File: src/design/page_cache_lsn_aware_eviction_core_assert.svh
// Assertion macros shared by the page cache eviction design.
`ifndef PAGE_CACHE_LSN_AWARE_EVICTION_CORE_ASSERT_SVH
`define PAGE_CACHE_LSN_AWARE_EVICTION_CORE_ASSERT_SVH

// Condition must hold at every clock edge outside reset.
`define PCE_ASSERT_ALWAYS(label, clk, rst_n, cond) \
    label: assert property (@(posedge clk) disable iff (!rst_n) (cond)) \
        else $error("pce: invariant violated");

// Antecedent implies consequent in the next cycle.
`define PCE_ASSERT_NEXT(label, clk, rst_n, ante, cons) \
    label: assert property (@(posedge clk) disable iff (!rst_n) (ante) |=> (cons)) \
        else $error("pce: sequence violated");

`endif

File: src/design/pce_pkg.sv
// Shared types, codes and sizes for the page cache eviction design.
package pce_pkg;

    localparam int CAPACITY = 16;
    localparam int CNT_W    = $clog2(CAPACITY + 1);
    localparam int OCC_W    = 5;

    localparam logic [1:0] REQ_PUT     = 2'd0;
    localparam logic [1:0] REQ_EVICT   = 2'd1;
    localparam logic [1:0] REQ_EXTRACT = 2'd2;

    localparam logic [1:0] ST_OK   = 2'd0;
    localparam logic [1:0] ST_NONE = 2'd1;
    localparam logic [1:0] ST_DUP  = 2'd2;
    localparam logic [1:0] ST_FULL = 2'd3;

    typedef struct packed {
        logic [1:0]  req_type;
        logic [31:0] page_id;
        logic        dirty_in;
        logic [63:0] page_seq_in;
        logic [3:0]  frame_tag_in;
        logic [63:0] flushed_seq;
    } t_req;

    typedef struct packed {
        logic [1:0]       status;
        logic [31:0]      page_id_out;
        logic             dirty_out;
        logic [63:0]      page_seq_out;
        logic [3:0]       frame_tag_out;
        logic [OCC_W-1:0] occupancy;
        logic [31:0]      hit_total;
        logic [31:0]      miss_total;
    } t_rsp;

    typedef struct packed {
        logic        valid;
        logic [31:0] page;
        logic        dirty;
        logic [63:0] seq;
        logic [3:0]  tag;
    } t_entry;

    // Per-transaction control broadcast to every cell.
    typedef struct packed {
        logic evict_mode;  // hit on evictable rather than on page id match
        logic remove;      // close up the table behind the first hit
        logic append;      // load the new entry into the first free cell
    } t_cell_ctl;

endpackage

File: src/design/pce_cell.sv
// One table entry: holds a frame, compares it, and shifts toward the head on removal.
module pce_cell (
    input  logic               i_clk,
    input  logic               i_rst_n,
    input  pce_pkg::t_cell_ctl i_ctl,
    input  pce_pkg::t_req      i_req,
    input  logic               i_prev_valid,
    input  logic               i_found_prev,
    input  pce_pkg::t_entry    i_right,
    output pce_pkg::t_entry    o_entry,
    output logic               o_found,
    output pce_pkg::t_entry    o_pick
);
    import pce_pkg::*;

    logic        r_valid;
    logic [31:0] r_page;
    logic        r_dirty;
    logic [63:0] r_seq;
    logic [3:0]  r_tag;

    logic        n_valid;
    logic [31:0] n_page;
    logic        n_dirty;
    logic [63:0] n_seq;
    logic [3:0]  n_tag;

    logic w_evictable;
    logic w_match;
    logic w_hit;
    logic w_sel;
    logic w_shift;
    logic w_load;

    assign w_evictable = r_valid && (!r_dirty || (r_seq <= i_req.flushed_seq));
    assign w_match     = r_valid && (r_page == i_req.page_id);
    assign w_hit       = i_ctl.evict_mode ? w_evictable : w_match;
    assign o_found     = i_found_prev | w_hit;
    assign w_sel       = i_ctl.remove && w_hit && !i_found_prev;
    // every cell at or behind the removed one takes its right neighbor
    assign w_shift     = i_ctl.remove && o_found;
    assign w_load      = i_ctl.append && !r_valid && i_prev_valid;

    assign o_entry = '{valid: r_valid, page: r_page, dirty: r_dirty, seq: r_seq, tag: r_tag};
    assign o_pick  = w_sel ? o_entry : '0;

    // remove and append never come together, so shift and load exclude each other
    always_comb begin
        n_valid = r_valid;
        n_page  = r_page;
        n_dirty = r_dirty;
        n_seq   = r_seq;
        n_tag   = r_tag;
        if (w_shift) begin
            n_valid = i_right.valid;
            n_page  = i_right.page;
            n_dirty = i_right.dirty;
            n_seq   = i_right.seq;
            n_tag   = i_right.tag;
        end else if (w_load) begin
            n_valid = 1'b1;
            n_page  = i_req.page_id;
            n_dirty = i_req.dirty_in;
            n_seq   = i_req.page_seq_in;
            n_tag   = i_req.frame_tag_in;
        end
    end

    always_ff @(posedge i_clk) begin
        if (!i_rst_n) begin
            r_valid <= 1'b0;
        end else begin
            r_valid <= n_valid;
        end
    end

    always_ff @(posedge i_clk) begin
        r_page  <= n_page;
        r_dirty <= n_dirty;
        r_seq   <= n_seq;
        r_tag   <= n_tag;
    end

endmodule

File: config.mk
export PLATFORM = sky130hd
export DESIGN_NAME = pce_cell
export DESIGN_NICKNAME = d
export VERILOG_FILES = /design/src/design/page_cache_lsn_aware_eviction_core_assert.svh /design/src/design/pce_pkg.sv /design/src/design/pce_cell.sv
export SDC_FILE = /design/constraint.sdc
export NUM_CORES = 1
export LEC_CHECK = 0
export BUFFER_PORTS_ARGS = -buffer_cell sky130_fd_sc_hd__clkbuf_2
export CAP_MARGIN = 5
export CORE_AREA = 2 2 187 189
export DETAILED_ROUTE_END_ITERATION = 12
export DIE_AREA = 0 0 189 191
export PLACE_DENSITY = 0.57
export REMOVE_ABC_BUFFERS = 1
export SYNTH_ARGS = -nofsm -noshare
export SYNTH_HDL_FRONTEND = slang
export SYNTH_SLANG_ARGS = --single-unit
File: constraint.sdc
create_clock -name i_clk -period 9.2 [get_ports i_clk]
set_input_delay 0.46 -clock i_clk [delete_from_list [all_inputs] [get_ports i_clk]]
set_output_delay 0.46 -clock i_clk [all_outputs]
set_load 0.01 [all_outputs]
== Word-level counts from Yosys, hierarchy flattened ==
Cells that the tools add are included.

* Bits of input ports: 276
* Word-level logic and storage cells: 32
* Flip-flop bits (word level): 102
* Output and inout bits: 205

* Muxes and demuxes: 12
* Reductions and logical operators: 12
* $lt $le $gt $ge: 1
* Bitwise operators: 1
* Equal/unequal tests: 1

{| class="wikitable"
|+ Operators by type and width
! operator !! count
|-
| $mux 64 || 2
|-
| $mux 102 || 1
|-
| $le 64x64->1 || 1
|-
| $mux 32 || 2
|-
| $eq 32x32->1 || 1
|-
| $mux 4 || 2
|-
| $logic_and 1x1->1 || 7
|-
| $mux 1 || 5
|-
| $logic_not 1->1 || 3
|-
| $reduce_bool 2->1 || 1
|-
| $logic_or 1x1->1 || 1
|-
| $or 1x1->1 || 1
|}

== Longest topological paths before layout ==
* Depth after elaboration: 7
* Gate-level depth with buffers: 13
* Gate-level depth less buffers: 9

== Least setup slack after synthesis ==
Ideal clock, no wire load.

* Path type: input port to flip-flop
* Start: input i_req[62] (netlist bit)
* End: register r_dirty (enable)
* Path buffers: 1
* Data arrival time: 6.958 ns
* Library setup time: 0.596 ns
* Stages: 9
* Path slack: 1.646 ns
* Data required time: 8.604 ns
* Cell sequence: inv_1 -> ha_1 -> nand4_1 -> or4_1 -> clkbuf_1 -> and4bb_2 -> or2_2 -> a211oi_1 -> o22ai_1

* Word-level cells in the longest chain between the ends: 7

{| class="wikitable"
|+ Ends and longest elaborated chain
! item !! RTL line !! text
|-
| start: declaration || pce_cell.sv:6 || <nowiki>input pce_pkg::t_req i_req,</nowiki>
|-
| $le 64x64->1 || pce_cell.sv:35 || <nowiki>assign w_evictable = r_valid && (!r_dirty || (r_seq <= i_req.flushed_seq));</nowiki>
|-
| $logic_or 1x1->1 || pce_cell.sv:35 ||
|-
| $logic_and 1x1->1 || pce_cell.sv:35 ||
|-
| $mux 1 || pce_cell.sv:37 || <nowiki>assign w_hit = i_ctl.evict_mode ? w_evictable : w_match;</nowiki>
|-
| $or 1x1->1 || pce_cell.sv:38 || <nowiki>assign o_found = i_found_prev | w_hit;</nowiki>
|-
| $logic_and 1x1->1 || pce_cell.sv:41 || <nowiki>assign w_shift = i_ctl.remove && o_found;</nowiki>
|-
| $reduce_bool 2->1 (no line) || - ||
|-
| end signal: assignment || pce_cell.sv:79 || <nowiki>r_dirty <= n_dirty;</nowiki>
|-
| end: declaration || pce_cell.sv:18 || <nowiki>logic r_dirty;</nowiki>
|}

No other way between the ends.
A chain may end at the register's enable or synchronous reset.

==> summary.md <==
| Metric | Value |
|---|---|
| Wire length per cell | `22.1 um` |
| 1st-iter DRT viols | `1105` |
| Leak Pwr | `5.86 nW` |
| Post-synthesis cell area | `12000 um^2` |
| Worst min-delay path class | `in2reg` |
| CTS tree | `done` |
| Post-synth EDFFs | `101` |
| Worst slew pin tran | `1.21 ns` |
| Routed vias | `14000` |
| Final WL | `50100 um` |
| Worst R2R Start | `r_seq[63]` |
| Layout cells sized above 1 | `28.8%` |
| Nets | `2151` |
| Routability cong. | `0.840` |
| Reg clk slew, reported paths | `0.07 ns` |
| Outcome | `finished, final reports clean` |
| Pre-antenna DRT Iters | `5` |
| Die Span Y | `191 um` |
| Synthesis Warnings | `0` |
| Netlist cell types | `46` |
| Pre-CTS setup slack | `4.24 ns` |
| Chip width | `189 um` |
| Fin. max-slew vios | `0` |
| Initial antenna violation count | `4` |
| Hold Fails Final Rpt | `0` |
| Area share of the largest cell type after synthesis | `25.2%` |
| Post-detail-place hpwl | `32800 um` |
| Top_reg_cell synth | `edfxtp_1` |
| Net Switching | `0.652 mW` |
| Clk pwr share | `23.8%` |
| Power share of the combinational group | `37.9%` |
| Max H-tree Level | `3` |
| Worst Setup Path Type | `reg2out` |
| FFs w/ async S/R, synth | `0%` |
| Grt total ovfl | `0` |
| Crit-path max FO | `45` |
| Mean post-synth cell area | `8.05 um^2` |
| Crit. End Element | `output pin` |
| Leading area contributor after synthesis | `edfxtp_1` |
| Launching element of the worst setup path | `r_seq[63]` |
| Cells after synthesis | `1496` |
| Top cells by area, synth | `edfxtp_1 (25%), a221oi_1 (7.6%), o41ai_1 (7.3%)` |
| DR vias/cell | `6.17` |
| Residual DRC count | `0` |
| Port buffer count | `478` |
| Worst setup margin | `4.07 ns` |
| Final worst path period share | `55.8%` |
| Peak VDD IR | `0.0841 mV` |
| Worst Skew | `0.0173 ns` |
| Clock root cell | `clkbuf_16` |
| Crit path DAT | `4.67 ns` |
| Rows | `68` |
| CORE AREA | `34100 um^2` |
| Clock Sinks | `102` |
| Final ANT Viol Nets | `0` |
| PnR Total Power | `1.65 mW` |
| Sw Share | `39.5%` |
| Fmax | `195 MHz` |
| Pwr/cell area | `112 nW/um^2` |
| Clock Latency Late Sink | `0.37 ns` |
| Reg power frac | `38.3%` |
| Global-route wire length before repair | `74600 um` |
| Final setup violation count | `0` |
| Post-CTS Resized | `0` |
| Ant diodes | `0` |
| Boundary Pins | `481` |
| Max_cap viols | `0` |
| Seq/Total Area, Yosys | `25.4%` |
| Worst hold start | `i_rst_n` |
| Setup Buffers After CTS | `0` |
| Clk buf depth | `2` |
| Final critical-path required period | `5.13 ns` |
| Required @ worst endpoint | `8.74 ns` |
| CTS Hold Bufs | `0` |
| Die Footprint | `36100 um^2` |
| Largest net degree at the start of global routing | `118` |
| P_int | `0.996 mW` |
| RSZ-0062 raised after global routing | `false` |
| Vias in the first global route | `12600` |
| CTS buffer count | `9` |
| Area Growth Syn to Fin | `21.8%` |
| CP startpoint kind | `register` |
| Yosys reg bits | `102` |
| Total GRT Usage | `26.1%` |
| Initial Util | `35.3%` |
| Max_slew headroom | `19.5%` |
-- path summary, 6_finish.rpt --
check | slack (ns) | cells past startpoint | to
worst max-delay path | 4.07 | 10 | o_pick[87]
worst min-delay path | 0.38 | 2 | r_valid
worst min register to register | 0.75 | 3 | r_valid
worst max register to register | 4.22 | 9 | r_seq[11]
-- per-layer routing --
metal	global-route usage [%]	up-vias	wire, um
met4	6.31	4	1020
li1	-	6587	-
met2	45.1	644	24400
met5	0	-	27
met3	4.85	58	4000
met1	33.6	6717	20600
-- stage by stage --
stage / utilization, % / TNS, ns / instances / instance area, um^2 / hold WS (ns)
3_3_place_gp: 42.2 / 0 / 2255 / 14400 / 0.732
2_1_floorplan: - / -23.29 / 1304 / 11200 / 0.591
3_5_place_dp: 42.2 / 0 / 2255 / 14400 / 0.733
5_1_grt: 43.0 / 0 / 2270 / 14700 / 0.371
6_report: 43.0 / 0 / 2270 / 14700 / 0.380
4_1_cts: 43.0 / 0 / 2270 / 14700 / 0.375
-- final cells by class --
cell class	count	area (um^2)
clock buffers	10	229
clock inverters	5	36.3
fillers	3510	19500
inverters	67	255
multi-input cells	1135	7980
flip-flops and latches	102	3050
well taps	455	569
repair buffers	496	2540
-- registers in the layout, summed over array words and instances (netlist names) --
signal,cells
r_dirty,1
r_page,32
r_seq,64
r_tag,4
r_valid,1
-- critical path, cell delays in order, from the launching register on --
cell and delay [ns]:
edfxtp_1 0.54, ha_1 0.36, nand4_1 0.19, or4_1 0.81
nor3b_1 0.37, o41a_1 0.27, nor4_1 0.10, a21oi_4 0.76
buf_4 0.55, nor4b_1 0.12, clkbuf_2 0.18
-- placed cells by master (no fill, tap or decap), types with 2 or more instances in the layout --
cell type	instances
nor4b_1	100
edfxtp_1	101
nand3_1	107
inv_1	65
xnor2_1	24
a21oi_1	25
nand2_1	217
xor2_1	8
clkbuf_2	476
a211oi_1	3
o41ai_1	101
nor4_1	7
nand4_1	22
clkinvlp_4	2
nor2_1	4
o21ai_0	9
or4_1	103
a21o_1	4
nor2b_1	104
clkbuf_16	9
o211ai_1	101
ha_1	64
nor3_1	5
buf_4	19
a221oi_1	104
-- cell usage after synthesis (all sizes together) (2+ instances only) --
master	count
nor2	5
xor2	8
a211oi	3
xnor2	24
edfxtp	101
clkbuf	145
nor3	5
nand4	22
o41ai	101
o211ai	101
nor2b	104
nand3	107
nor4b	100
buf	47
a221oi	104
nand2	218
nor4	7
a21oi	27
nand2b	2
ha	64
a21o	4
inv	67
or4	104
o21ai	11
-- logic make-up (layout without fill, tap and decap cells) --
group                    Yosys count  after routing  share of synthesized area, %
buffers and inverters            259            578                          8.98
AND/OR/NAND/NOR                  679            679                          32.8
XOR/XNOR                          32             32                          2.33
adder cells (fa/ha/maj)           64             64                          6.65
AO/OA/AOI/OAI                    360            360                          23.9
flip-flops                       102            102                          25.4
-- power by group through the flow --
stage | Sequential, mW | Combinational, mW | Clock, mW
3_3_place_gp | 0.642 | 0.610 | 0
2_1_floorplan | 0.650 | 0.330 | 0
6_report | 0.631 | 0.625 | 0.392
3_5_place_dp | 0.641 | 0.624 | 0
4_1_cts | 0.632 | 0.625 | 0.400
5_1_grt | 0.638 | 0.687 | 0.413
No activity file was read; power rests on OpenSTA's default activity.
